[src/sv/bam_pkg.sv]
package bam_pkg;

  localparam int QUEUE_DEPTH = 8;
  localparam int FRAME_WIDTH = 32;
  localparam int PATTERN_TOP = 7;
  localparam int PATTERN_W   = PATTERN_TOP + 1;

  typedef enum logic [1:0] {
    KIND_HOST    = 2'd0,
    KIND_DATA    = 2'd1,
    KIND_PATTERN = 2'd2,
    KIND_FREE    = 2'd3
  } kind_e;

  typedef enum logic [1:0] {
    ACT_PATTERN  = 2'd0,
    ACT_SEND     = 2'd1,
    ACT_DELIVER  = 2'd2,
    ACT_OVERFLOW = 2'd3
  } action_e;

  typedef enum logic [0:0] {
    CFG_NODE_PRIORITY     = 1'b0,
    CFG_SUBSCRIBED_LEVELS = 1'b1
  } cfg_idx_e;

  typedef enum logic [5:0] {
    ST_IDLE    = 6'b000001,
    ST_ARB     = 6'b000010,
    ST_TX      = 6'b000100,
    ST_TRX     = 6'b001000,
    ST_RX      = 6'b010000,
    ST_BACKOFF = 6'b100000
  } state_e;

  // Thermometer pattern: bits zero through prio set.
  function automatic logic [PATTERN_W-1:0] own_pattern(input logic [2:0] prio);
    logic [PATTERN_W-1:0] pat;
    for (int i = 0; i < PATTERN_W; i++) begin
      pat[i] = (3'(i) <= prio);
    end
    return pat;
  endfunction

  function automatic logic arb_won(input logic [PATTERN_W-1:0] bits,
                                   input logic [2:0]           prio);
    logic [PATTERN_W-1:0] need;
    need = own_pattern(prio);
    return (bits & need) == need;
  endfunction

  // Popcount c of the pattern selects bit c-1 of the levels; an empty pattern never matches.
  function automatic logic is_subscribed(input logic [PATTERN_W-1:0] bits,
                                         input logic [7:0]           levels);
    logic [3:0] c;
    logic [3:0] cm1;
    c = '0;
    for (int i = 0; i < PATTERN_W; i++) begin
      c = c + {3'b000, bits[i]};
    end
    cm1 = c - 4'd1;
    return (c != 4'd0) && levels[cm1[2:0]];
  endfunction

endpackage

[src/sv/bus_arbitration_mac_fsm.sv]
// Bus MAC controller with priority arbitration. One request enters on the slave
// side (tuser gives its kind: host frame, bus data frame, bus priority pattern or
// bus free) and at most one result leaves on the master side (tuser gives the
// action: pattern down, frame down, frame up, queue overflow). A request is taken
// in every cycle while tready is high: the whole state update, the 8-bit popcount
// and the arbitration compare sit between the state registers and the result
// register. A two-entry output buffer lets the block keep taking requests while
// one result waits; tready drops only when both entries are full. Host frames
// wait in a queue held in a RAM with a registered read; the entry at the queue
// head is prefetched every cycle, with a bypass for a frame written to that
// entry in the same cycle, so popping into the held frame need not wait for the
// RAM read. The queue needs no clearing pass after reset. Configuration must
// be written through cfg_we_i / cfg_idx_i / cfg_data_i while idle (unenforced).
module bus_arbitration_mac_fsm #(
  parameter int QUEUE_DEPTH = bam_pkg::QUEUE_DEPTH,
  parameter int FRAME_WIDTH = bam_pkg::FRAME_WIDTH,
  localparam int TW = ((bam_pkg::PATTERN_W + FRAME_WIDTH + 7) / 8) * 8
) (
  input  logic          clk_i,
  input  logic          rst_ni,
  // configuration write port
  input  logic          cfg_we_i,
  input  logic [0:0]    cfg_idx_i,
  input  logic [7:0]    cfg_data_i,
  // request side
  input  logic          s_tvalid,
  output logic          s_tready,
  input  logic [TW-1:0] s_tdata,   // bus_bits_in [7:0], frame_in, zero padding
  input  logic [1:0]    s_tuser,   // kind
  // result side
  output logic          m_tvalid,
  input  logic          m_tready,
  output logic [TW-1:0] m_tdata,   // bus_bits_out [7:0], frame_out, zero padding
  output logic [1:0]    m_tuser    // action
);

  localparam int PW = bam_pkg::PATTERN_W;
  localparam int AW = (QUEUE_DEPTH > 1) ? $clog2(QUEUE_DEPTH) : 1;
  localparam int CW = $clog2(QUEUE_DEPTH + 1);
  localparam int SW = AW + 1;

  // configuration
  logic [2:0] node_prio_q;
  logic [7:0] sub_levels_q;

  always_ff @(posedge clk_i or negedge rst_ni) begin
    if (!rst_ni) begin
      node_prio_q  <= '0;
      sub_levels_q <= '0;
    end else if (cfg_we_i) begin
      unique case (bam_pkg::cfg_idx_e'(cfg_idx_i))
        bam_pkg::CFG_NODE_PRIORITY:     node_prio_q  <= cfg_data_i[2:0];
        bam_pkg::CFG_SUBSCRIBED_LEVELS: sub_levels_q <= cfg_data_i;
        default: ;
      endcase
    end
  end

  // request fields
  logic                   in_acc;
  bam_pkg::kind_e         kind;
  logic [PW-1:0]          bits_in;
  logic [FRAME_WIDTH-1:0] frame_in;

  assign in_acc   = s_tvalid && s_tready;
  assign kind     = bam_pkg::kind_e'(s_tuser);
  assign bits_in  = s_tdata[PW-1:0];
  assign frame_in = s_tdata[PW+FRAME_WIDTH-1:PW];

  // controller state
  bam_pkg::state_e        state_q, state_d, state_cur;
  logic                   held_v_q, held_v_d;
  logic [FRAME_WIDTH-1:0] held_q, held_d;
  logic [AW-1:0]          head_q, head_d;
  logic [CW-1:0]          count_q, count_d;

  // queue RAM and head prefetch
  logic                   wr_en;
  logic [AW-1:0]          tail;
  logic [SW-1:0]          tail_sum;
  logic [AW-1:0]          head_nxt;
  logic [FRAME_WIDTH-1:0] ram_rdata;
  logic                   byp_q;
  logic [FRAME_WIDTH-1:0] byp_data_q;
  logic [FRAME_WIDTH-1:0] head_frame;

  assign tail_sum = SW'(head_q) + SW'(count_q);
  assign tail     = (tail_sum >= SW'(QUEUE_DEPTH)) ? AW'(tail_sum - SW'(QUEUE_DEPTH))
                                                   : AW'(tail_sum);
  assign head_nxt = (head_q == AW'(QUEUE_DEPTH - 1)) ? '0 : head_q + AW'(1);

  bam_ram #(
    .WIDTH (FRAME_WIDTH),
    .DEPTH (QUEUE_DEPTH)
  ) u_queue (
    .clk_i   (clk_i),
    .we_i    (wr_en),
    .waddr_i (tail),
    .wdata_i (frame_in),
    .raddr_i (head_d),
    .rdata_o (ram_rdata)
  );

  // The RAM returns the entry before this cycle's write; take the write data
  // instead when it lands on the entry being prefetched.
  always_ff @(posedge clk_i or negedge rst_ni) begin
    if (!rst_ni) begin
      byp_q <= 1'b0;
    end else begin
      byp_q <= wr_en && (tail == head_d);
    end
  end

  always_ff @(posedge clk_i) begin
    byp_data_q <= frame_in;
  end

  assign head_frame = byp_q ? byp_data_q : ram_rdata;

  // result of this request
  logic                   res_v;
  bam_pkg::action_e       res_act;
  logic [PW-1:0]          res_bits;
  logic [FRAME_WIDTH-1:0] res_frame;

  // Unused state codes fall back to idle.
  always_comb begin
    unique case (state_q)
      bam_pkg::ST_IDLE, bam_pkg::ST_ARB, bam_pkg::ST_TX,
      bam_pkg::ST_TRX, bam_pkg::ST_RX, bam_pkg::ST_BACKOFF: state_cur = state_q;
      default: state_cur = bam_pkg::ST_IDLE;
    endcase
  end

  always_comb begin
    state_d   = state_cur;
    held_v_d  = held_v_q;
    held_d    = held_q;
    head_d    = head_q;
    count_d   = count_q;
    wr_en     = 1'b0;
    res_v     = 1'b0;
    res_act   = bam_pkg::ACT_PATTERN;
    res_bits  = '0;
    res_frame = '0;

    if (in_acc) begin
      unique case (kind)
        bam_pkg::KIND_HOST: begin
          // full queue: drop the frame and flag it
          if (count_q >= CW'(QUEUE_DEPTH)) begin
            res_v   = 1'b1;
            res_act = bam_pkg::ACT_OVERFLOW;
          end else begin
            wr_en   = 1'b1;
            count_d = count_q + CW'(1);
          end
        end
        bam_pkg::KIND_DATA: begin
          if (state_cur == bam_pkg::ST_TX || state_cur == bam_pkg::ST_TRX) begin
            held_v_d = 1'b0;
          end
          if (state_cur == bam_pkg::ST_TRX || state_cur == bam_pkg::ST_RX) begin
            res_v     = 1'b1;
            res_act   = bam_pkg::ACT_DELIVER;
            res_frame = frame_in;
          end
          state_d = bam_pkg::ST_BACKOFF;
        end
        bam_pkg::KIND_PATTERN: begin
          if (state_cur == bam_pkg::ST_IDLE) begin
            state_d = bam_pkg::is_subscribed(bits_in, sub_levels_q) ? bam_pkg::ST_RX
                                                                    : bam_pkg::ST_BACKOFF;
          end else if (state_cur == bam_pkg::ST_ARB) begin
            if (bam_pkg::arb_won(bits_in, node_prio_q)) begin
              state_d   = bam_pkg::is_subscribed(bits_in, sub_levels_q) ? bam_pkg::ST_TRX
                                                                        : bam_pkg::ST_TX;
              res_v     = 1'b1;
              res_act   = bam_pkg::ACT_SEND;
              res_frame = held_q;
            end else begin
              state_d = bam_pkg::is_subscribed(bits_in, sub_levels_q) ? bam_pkg::ST_RX
                                                                      : bam_pkg::ST_BACKOFF;
            end
          end
        end
        bam_pkg::KIND_FREE: begin
          if (state_cur == bam_pkg::ST_ARB || state_cur == bam_pkg::ST_BACKOFF) begin
            state_d = bam_pkg::ST_IDLE;
          end
        end
        default: ;
      endcase

      // Back in idle: pull the head frame if none is held, then arbitrate if one is held.
      if (state_d == bam_pkg::ST_IDLE) begin
        if (!held_v_d && (count_d != '0)) begin
          // an empty queue means the head entry is the one written just now
          held_d   = (count_q == '0) ? frame_in : head_frame;
          head_d   = head_nxt;
          count_d  = count_d - CW'(1);
          held_v_d = 1'b1;
        end
        if (held_v_d) begin
          state_d = bam_pkg::ST_ARB;
          // an overflow in the same request suppresses the pattern
          if (!res_v) begin
            res_v    = 1'b1;
            res_act  = bam_pkg::ACT_PATTERN;
            res_bits = bam_pkg::own_pattern(node_prio_q);
          end
        end
      end
    end
  end

  always_ff @(posedge clk_i or negedge rst_ni) begin
    if (!rst_ni) begin
      state_q  <= bam_pkg::ST_IDLE;
      held_v_q <= 1'b0;
      head_q   <= '0;
      count_q  <= '0;
    end else begin
      state_q  <= state_d;
      held_v_q <= held_v_d;
      head_q   <= head_d;
      count_q  <= count_d;
    end
  end

  always_ff @(posedge clk_i) begin
    held_q <= held_d;
  end

  // Two-entry output buffer: the main register faces the bus, the skid entry
  // catches a result that arrives while the main one is stalled.
  logic                   out_v_q, skid_v_q;
  logic                   out_take;
  logic [1:0]             out_act_q, skid_act_q;
  logic [PW-1:0]          out_bits_q, skid_bits_q;
  logic [FRAME_WIDTH-1:0] out_frame_q, skid_frame_q;

  assign out_take = m_tvalid && m_tready;
  assign s_tready = !skid_v_q;

  always_ff @(posedge clk_i or negedge rst_ni) begin
    if (!rst_ni) begin
      out_v_q  <= 1'b0;
      skid_v_q <= 1'b0;
    end else if (out_take || !out_v_q) begin
      if (skid_v_q) begin
        out_v_q  <= 1'b1;
        skid_v_q <= 1'b0;
      end else begin
        out_v_q  <= res_v;
      end
    end else if (res_v) begin
      skid_v_q <= 1'b1;
    end
  end

  always_ff @(posedge clk_i) begin
    if (out_take || !out_v_q) begin
      if (skid_v_q) begin
        out_act_q   <= skid_act_q;
        out_bits_q  <= skid_bits_q;
        out_frame_q <= skid_frame_q;
      end else begin
        out_act_q   <= res_act;
        out_bits_q  <= res_bits;
        out_frame_q <= res_frame;
      end
    end else if (res_v) begin
      skid_act_q   <= res_act;
      skid_bits_q  <= res_bits;
      skid_frame_q <= res_frame;
    end
  end

  assign m_tvalid = out_v_q;
  assign m_tuser  = out_act_q;
  // zero-extend into the byte padding
  assign m_tdata  = TW'({out_frame_q, out_bits_q});

endmodule

[src/sv/bam_ram.sv]
module bam_ram #(
  parameter int WIDTH = 32,
  parameter int DEPTH = 8,
  localparam int AW   = (DEPTH > 1) ? $clog2(DEPTH) : 1
) (
  input  logic             clk_i,
  input  logic             we_i,
  input  logic [AW-1:0]    waddr_i,
  input  logic [WIDTH-1:0] wdata_i,
  input  logic [AW-1:0]    raddr_i,
  output logic [WIDTH-1:0] rdata_o
);

  logic [WIDTH-1:0] mem_q [DEPTH];
  logic [WIDTH-1:0] rdata_q;

  always_ff @(posedge clk_i) begin
    if (we_i) begin
      mem_q[waddr_i] <= wdata_i;
    end
    rdata_q <= mem_q[raddr_i];
  end

  assign rdata_o = rdata_q;

endmodule

[config.mk]
export PLATFORM = sky130hd
export DESIGN_NAME = bus_arbitration_mac_fsm
export DESIGN_NICKNAME = d
export VERILOG_FILES = /design/src/sv/bam_pkg.sv /design/src/sv/bus_arbitration_mac_fsm.sv /design/src/sv/bam_ram.sv
export SDC_FILE = /design/constraint.sdc
export NUM_CORES = 1
export LEC_CHECK = 0
export ABC_AREA = 0
export ABC_CLOCK_PERIOD_IN_PS = 14900
export BUFFER_PORTS_ARGS = -buffer_cell sky130_fd_sc_hd__buf_2
export CORE_UTILIZATION = 68
export CTS_BUF_LIST = sky130_fd_sc_hd__clkbuf_8
export DETAILED_ROUTE_END_ITERATION = 7
export GPL_TIMING_DRIVEN = 0
export MAX_ROUTING_LAYER = met4
export PLACE_DENSITY_LB_ADDON = 0.05
export RECOVER_POWER = 100
export REMOVE_ABC_BUFFERS = 1
export SETUP_SLACK_MARGIN = 0.15
export SLEW_MARGIN = 10
export SYNTH_ARGS = -nofsm -noshare
export SYNTH_HDL_FRONTEND = slang
export SYNTH_SLANG_ARGS = --single-unit
[constraint.sdc]
create_clock -name clk_i -period 14.9 [get_ports clk_i]
set_clock_uncertainty 0.15 [all_clocks]
set_input_delay 0.745 -clock clk_i [delete_from_list [all_inputs] [get_ports clk_i]]
set_output_delay 0.745 -clock clk_i [all_outputs]
set_load 0.01 [all_outputs]
==> reports/metrics.yaml, run 1 <==
synth_seq_cells: 464
synth_top_area_cell: "edfxtp_1"
critPathMaxFanout: 71
wl_per_cell_um: 22.7
cts-root-buf: "clkbuf_8"
p_sw_frac: 0.300
drc: 0
drive_above_1_share: 0.111
critPathKind: "primary input to flip-flop"
synth_cell_type_count: 60
synth_top_area_frac: 0.601
holdPathStages: 2
cts_tree: "built"
fmax_mhz: 110
crit_arrival_ns: 9.38
rsz0062_at_grt: "no"
crit_family: "compound AO/OA/AOI/OAI gates"
gr-usage-met3: 0.0558
postLayoutCoreUtil: 0.769
htree_levels: 3
die_x_um: 167
place_area_sq_um: 20000
setup_tns_ns: 0
cts_setup_buffers: 0
start_util: 0.692
coreArea_sq_um: 26900
ant_nets: 0
critPathSlowestCell: "o21ai_0"
cp_num_buf_inv: 5
startpoint_type: "primary input"
antenna_found_initial: 0
finalWirelength_um: 40600
rows: 60
fin_crit_ns: 9.10
cts_resized: 0
slew_violations: 303
cpPeakStageDelay_ns: 2.95
grt_start_max_net_pins: 72
synth-main-ff-cell: "edfxtp_1"
grt.met1_usage: 0.380
drt_iter0_markers: 1198
crit_path_start: "s_tuser[1]"
grt_first_pass_wirelength_um: 62900
ys_top_cells_by_area: "edfxtp_1 (60%), dfxtp_1 (6.9%), a211oi_1 (3.9%)"
p_seq_frac: 0.481
grt_pass1_vias: 11400
hold_path.class: "primary input to flip-flop"
gp_congestion: 0.906
met2_usage: 0.505
end_kind: "flip-flop"
rr_startpoint: "count_q[3]"
switching_power_uw: 1010
netlist_area_sq_um: 18600
dr_total_vias: 11400
busiest_layer: "met2"
die_h_um: 167
n_antenna_cell: 0
die_area_sq_um: 28000
holdBufCountCts: 0
first_pass_iters: 6
syn_avg_cell_area_sq_um: 14.8
period_share: 0.611
power.density_nw_per_um2: 163
p_leak_uw: 0.00751
violations: "max-capacitance violations, max-slew violations"
cts_sinks: 464
yosys-top-cells-count: "edfxtp_1 (372), and3_1 (98), a211oi_1 (96), mux2i_1 (65), dfxtp_1 (64)"
clock_path_buffers: 3
io_buffers: 99
clkLatencyLatePin_ns: 0.60
hpwlAfterDp_um: 24600
clkPwrFrac: 0.288
overflow: 0
status: "finished, violations left"
area_growth_pct: 11.2
synth_enable_flop_cells: 372
grt_usage: 0.305
rr_endpoint: "u_queue.rdata_o[12]"
fin_nets: 1465
p_comb_frac: 0.231
ios: 100
cts_buffers: 71
synth_cells: 1252
crit_path_frequent_cell: "buf_16"
p_int_uw: 2360
vdd_drop_max_mv: 0.103
clk_pin_slew_ns: 0.06
seq_area_frac_synth: 0.708
crit_chain: "buf_2, inv_1, ha_1, nor2b_1, a21oi_1, ha_1, o2111a_1, a21oi_1, nand2_1, o21ai_0, buf_16, buf_16, nand2_1, buf_16, mux2i_1, a2111oi_0"
setup_violations: 0
cp.required_ns: 15.18
slew-limit-headroom: -1.64
vias_per_cell: 6.39
min_from: "cfg_data_i[3]"
worst_hold_path.endpoint: "sub_levels_q[3]"
yosysMostFrequentCell: "edfxtp_1"
worst_pin_slew_ns: 3.92
hold_viol: 0
ys_async_sr_fraction: 0.0603
finalInstanceArea_sq_um: 20700
maxCapViolations: 11
yosys_warnings: 0
ff2ff_setup_slack_ns: 5.99
worstRegToRegCells: 13
-- worst register-to-register path, stage by stage, from the launching register on --
cell       delay, ns
dfrtp_1         0.45
nor2b_1         0.57
a21oi_1         0.25
ha_1            0.28
o2111a_1        0.17
a21oi_1         0.35
nand2_1         0.16
o21ai_0         2.95
buf_16          0.19
buf_16          0.21
nand2_1         1.38
buf_16          0.78
mux2i_1         0.21
a2111oi_0       0.64
-- metal layers --
layer	vias to the layer above	share of wire
met5	-	0
met4	0	0.026
met3	92	0.074
met2	520	0.51
met1	5671	0.39
li1	5137	-
-- stage by stage --
stage	total power [uW]	instances	hold slack, ns	setup slack, ns
6_report	3380	1787	0.241	5.80
5_1_grt	3530	1787	0.236	5.31
4_1_cts	3470	1787	0.0391	9.66
3_5_place_dp	2500	1657	0.345	9.07
3_3_place_gp	2400	1611	0.333	0.851
2_1_floorplan	2180	1171	0.299	6.87
-- placed cells by master (no fill, tap or decap), drive strengths merged, types with 16 or more instances in the layout --
master / instances
clkinv: 22
dfrtp: 27
a21o: 40
mux2i: 66
inv: 52
and3: 98
clkbuf: 190
buf: 35
dfxtp: 64
a21oi: 16
a211oi: 96
a2111oi: 32
a22oi: 33
nand2: 61
nor2: 61
edfxtp: 372
o21ai: 46
-- cells by family (layout without fill, tap and decap cells) --
kind of cell / Yosys count / in the layout / share of synthesized area
AOI/OAI and AO/OA: 283 / 283 / 0.119
xor gates and xnor gates: 14 / 14 / 0.00660
adders and majority gates: 20 / 20 / 0.0155
buffers and inverters: 107 / 301 / 0.0247
DFF: 464 / 464 / 0.708
muxes: 80 / 80 / 0.0454
and+or+nand+nor: 284 / 284 / 0.0808
-- power by group through the flow --
stage	clock network, uW	logic (uW)	registers, uW
floorplan	0	532	1650
global placement	0	742	1660
detailed placement	0	851	1650
CTS	988	859	1620
global route	1040	849	1640
finish	975	779	1620
-- registers in the layout, indices dropped and copies added (netlist names), 3 cells and up --
signal	count
u_queue.rdata_o	32
out_frame_q	32
count_q	4
held_q	32
node_prio_q	3
sub_levels_q	8
byp_data_q	32
skid_frame_q	32
head_q	3
out_bits_q	8
u_queue.mem_q	256
skid_bits_q	8
state_q	6
-- final cells by class --
cell class / count / area (sq um)
flip-flops and latches: 464 / 13200
well taps: 341 / 427
multi-input cells: 681 / 4850
inverters: 26 / 97.6
repair buffers: 145 / 808
fillers: 1684 / 6210
clock inverters: 50 / 229
clock buffers: 80 / 1100
-- worst max-delay path by stage --
stage	end	slack, ns	cells past startpoint
floorplan	skid_act_q[0]	6.87	8
global placement	skid_frame_q[22]	0.85	9
detailed placement	u_queue.rdata_o[12]	9.07	16
CTS	u_queue.rdata_o[12]	9.66	16
global route	u_queue.rdata_o[12]	5.31	16
finish	u_queue.rdata_o[12]	5.80	16
No activity file was read; power rests on OpenSTA's default activity.
==> run 2: changes to the inputs <==
--- a/config.mk
+++ b/config.mk
@@ -6,9 +6,9 @@
 export NUM_CORES = 1
 export LEC_CHECK = 0
 export ABC_AREA = 0
-export ABC_CLOCK_PERIOD_IN_PS = 14900
+export ABC_CLOCK_PERIOD_IN_PS = 7700
 export BUFFER_PORTS_ARGS = -buffer_cell sky130_fd_sc_hd__buf_2
-export CORE_UTILIZATION = 68
+export CORE_UTILIZATION = 57
 export CTS_BUF_LIST = sky130_fd_sc_hd__clkbuf_8
 export DETAILED_ROUTE_END_ITERATION = 7
 export GPL_TIMING_DRIVEN = 0
==> constraint.sdc (replaced) <==
create_clock -name clk_i -period 7.7 [get_ports clk_i]
set_clock_uncertainty 0.15 [all_clocks]
set_input_delay 0.385 -clock clk_i [delete_from_list [all_inputs] [get_ports clk_i]]
set_output_delay 0.385 -clock clk_i [all_outputs]
set_load 0.01 [all_outputs]
==> run 2 against run 1 <==
  * The run still ends with max-capacitance violations, max-slew violations left
  * First-iteration DRC count fell by 27%
  * Clock power rose by 100%
  * Via count fell by 0.59%
  * Worst hold slack got worse by 0.17 ns
  * Critical path depth fell by 7
  * Non-clock buffer count rose by 45
  * Global-route usage fell by 4.0 points
  * Cell area rose by 3.3%
  * Routed wire length rose by 4.0%
  * Flip-flop and latch count did not move
  * Cell count rose by 7.9%
  * Largest cell class unchanged
==> reports/metrics.yaml, run 2 (synthesis results as in run 1) <==
fin_crit_ns: 6.14
cts_setup_buffers: 0  # unchanged
top_register: "u_queue.mem_q"
setup_tns_ns: 0  # unchanged
io_buffers: 99  # unchanged
holdWs_ns: 0.0699  # -0.171 ns
hold_viol: 0  # unchanged
mostFrequentLayoutCells: "edfxtp_1 (372), clkbuf_1 (108), and3_1 (98)"
largest_register_ffs: 256  # unchanged
gp_congestion: 0.845  # -6.7%
grt_usage: 0.266  # -0.0396
finalInstanceArea_sq_um: 21300  # +3.3%
period_share: 0.797
final_common_cell: "edfxtp_1"
start_util: 0.584  # -0.107
setup_violations: 0  # unchanged
fmax_mhz: 163
cpPeakStageDelay_ns: 1.74  # -1.21 ns
cts_buffers: 73  # +2.8%
rows: 65  # +8.3%
p_comb_frac: 0.232  # about the same
slew-limit-headroom: -0.835  # +0.809
drive_above_1_share: 0.119  # +0.00849
crit_path_frequent_cell: "buf_4"
die_area_sq_um: 33300  # +19%
hold_path.class: "primary input to flip-flop"
clkPwrFrac: 0.294  # +0.006
die_x_um: 183  # +9.1%
grt_first_pass_wirelength_um: 65000  # +3.4%
cts-root-buf: "clkbuf_8"
cp.required_ns: 7.82  # -7.36 ns
power.density_nw_per_um2: 311  # +90%
drc: 0  # unchanged
end_kind: "flip-flop"
switching_power_uw: 1990  # +97%
violations: "max-capacitance violations, max-slew violations"
critPathKind: "flip-flop to flip-flop"
vdd_drop_max_mv: 0.172  # +66%
ant_nets: 0  # unchanged
vias_per_cell: 5.89  # -7.9%
drt_iter0_markers: 869  # -27%
n_fill_cell: 2337  # +39%
place_area_sq_um: 20100  # +0.60%
area_growth_pct: 14.9
critPathMaxFanout: 34  # -52%
critPathSlowestCell: "o221a_1"
dr_total_vias: 11400  # -0.59%
wl_per_cell_um: 21.9  # -3.6%
p_leak_uw: 0.00777  # +3.5%
fin_nets: 1512  # +3.2%
cts_tree: "built"
htree_levels: 3  # unchanged
first_pass_iters: 5  # -1
dp_cells: 1754  # +5.9%
multi_input_area_sq_um: 4920  # +1.4%
cts_sinks: 464  # unchanged
slew_violations: 194  # -36%
grt_start_max_net_pins: 108  # +50%
holdBufCountCts: 42  # +42
n_antenna_cell: 0  # unchanged
clk_pin_slew_ns: 0.06  # about the same
status: "finished, violations left"
p_sw_frac: 0.300  # about the same
ios: 100  # unchanged
fin_cells: 1929  # +7.9%
hpwlAfterDp_um: 25100  # +2.0%
die_h_um: 183  # +9.1%
postLayoutCoreUtil: 0.671  # -0.0976
coreArea_sq_um: 31800  # +18%
rsz0062_at_grt: "no"
antenna_found_initial: 0  # unchanged
worst_pin_slew_ns: 2.75  # -1.17 ns
crit_family: "simple AND/OR/NAND/NOR gates"
clkLatencyLatePin_ns: 0.60  # about the same
finalWirelength_um: 42200  # +4.0%
clock_path_buffers: 3  # unchanged
crit_chain: "nor4_1, a32oi_1, nand3_1, o221a_1, o31a_1, nor2_1, nor3_1, buf_4, buf_4"
startpoint_type: "flip-flop"
crit_arrival_ns: 6.26  # -3.12 ns
maxCapViolations: 8  # -3
cp_num_buf_inv: 2  # -3
seq_area_sq_um: 13200  # about the same
grt_pass1_vias: 11300  # -1.1%
p_seq_frac: 0.474  # -0.007
cts_resized: 0  # unchanged
overflow: 0  # unchanged
p_int_uw: 4650  # +97%
## run 2: cell count changes in the layout (fill, tap and decap cells not counted), sizes merged
cell | before | now
bufinv | 0 | 1
buf | 35 | 40
dlygate4sd3 | 0 | 42
inv | 52 | 58
clkinv | 22 | 16
## run 2: metrics by stage
stage               total power (uW)  worst slack, ns
finish                          6640             1.56
global route                    6950             1.21
CTS                             6810             2.74
detailed placement              4850             2.37
global placement                4690            -7.07
floorplan                       4230          -0.0866
## run 2: final timing paths
path | startpoint | endpoint | slack, ns | depth (start not counted)
worst min register to register | sub_levels_q[0] | sub_levels_q[0] | 0.35 | 1
worst min-delay path | cfg_idx_i | node_prio_q[1] | 0.07 | 3
worst max-delay path | state_q[3] | skid_frame_q[6] | 1.56 | 9
worst max register to register | state_q[3] | skid_frame_q[6] | 1.56 | 9
min in group asynchronous | rst_ni | held_v_q | 0.57 | 2
max in group asynchronous | rst_ni | byp_q | 5.67 | 2
## run 2: metal layers
metal | vias to the layer above | GRT usage | wire, um
met1 | 5655 | 0.351 | 18200
li1 | 5241 | - | -
met2 | 375 | 0.424 | 20600
met4 | 0 | 0.0884 | 987
met3 | 82 | 0.0415 | 2430
met5 | - | - | 0
## run 2: power by group through the flow
| stage | Combinational (uW) | Sequential (uW) | Clock, uW |
|---|---|---|---|
| after CTS | 1670 | 3150 | 1990 |
| after floorplan | 1030 | 3200 | 0 |
| final | 1540 | 3150 | 1950 |
| after global routing | 1680 | 3180 | 2100 |
| after detailed placement | 1650 | 3200 | 0 |
| after global placement | 1480 | 3210 | 0 |
## run 2: worst min-delay path, delay by kind of cell
family,cells,cell delay [ns]
buffers and inverters,1,0.08
multiplexers,1,0.22
AND/OR/NAND/NOR,1,0.07
## run 2: layout make-up
type	instances	area share
Clock inverter	51	0.0120
Tap cell	435	0.0255
Sequential cell	464	0.616
Inverter	26	0.00457
Clock buffer	82	0.0529
Multi-Input combinational cell	681	0.230
Timing Repair Buffer	190	0.0584
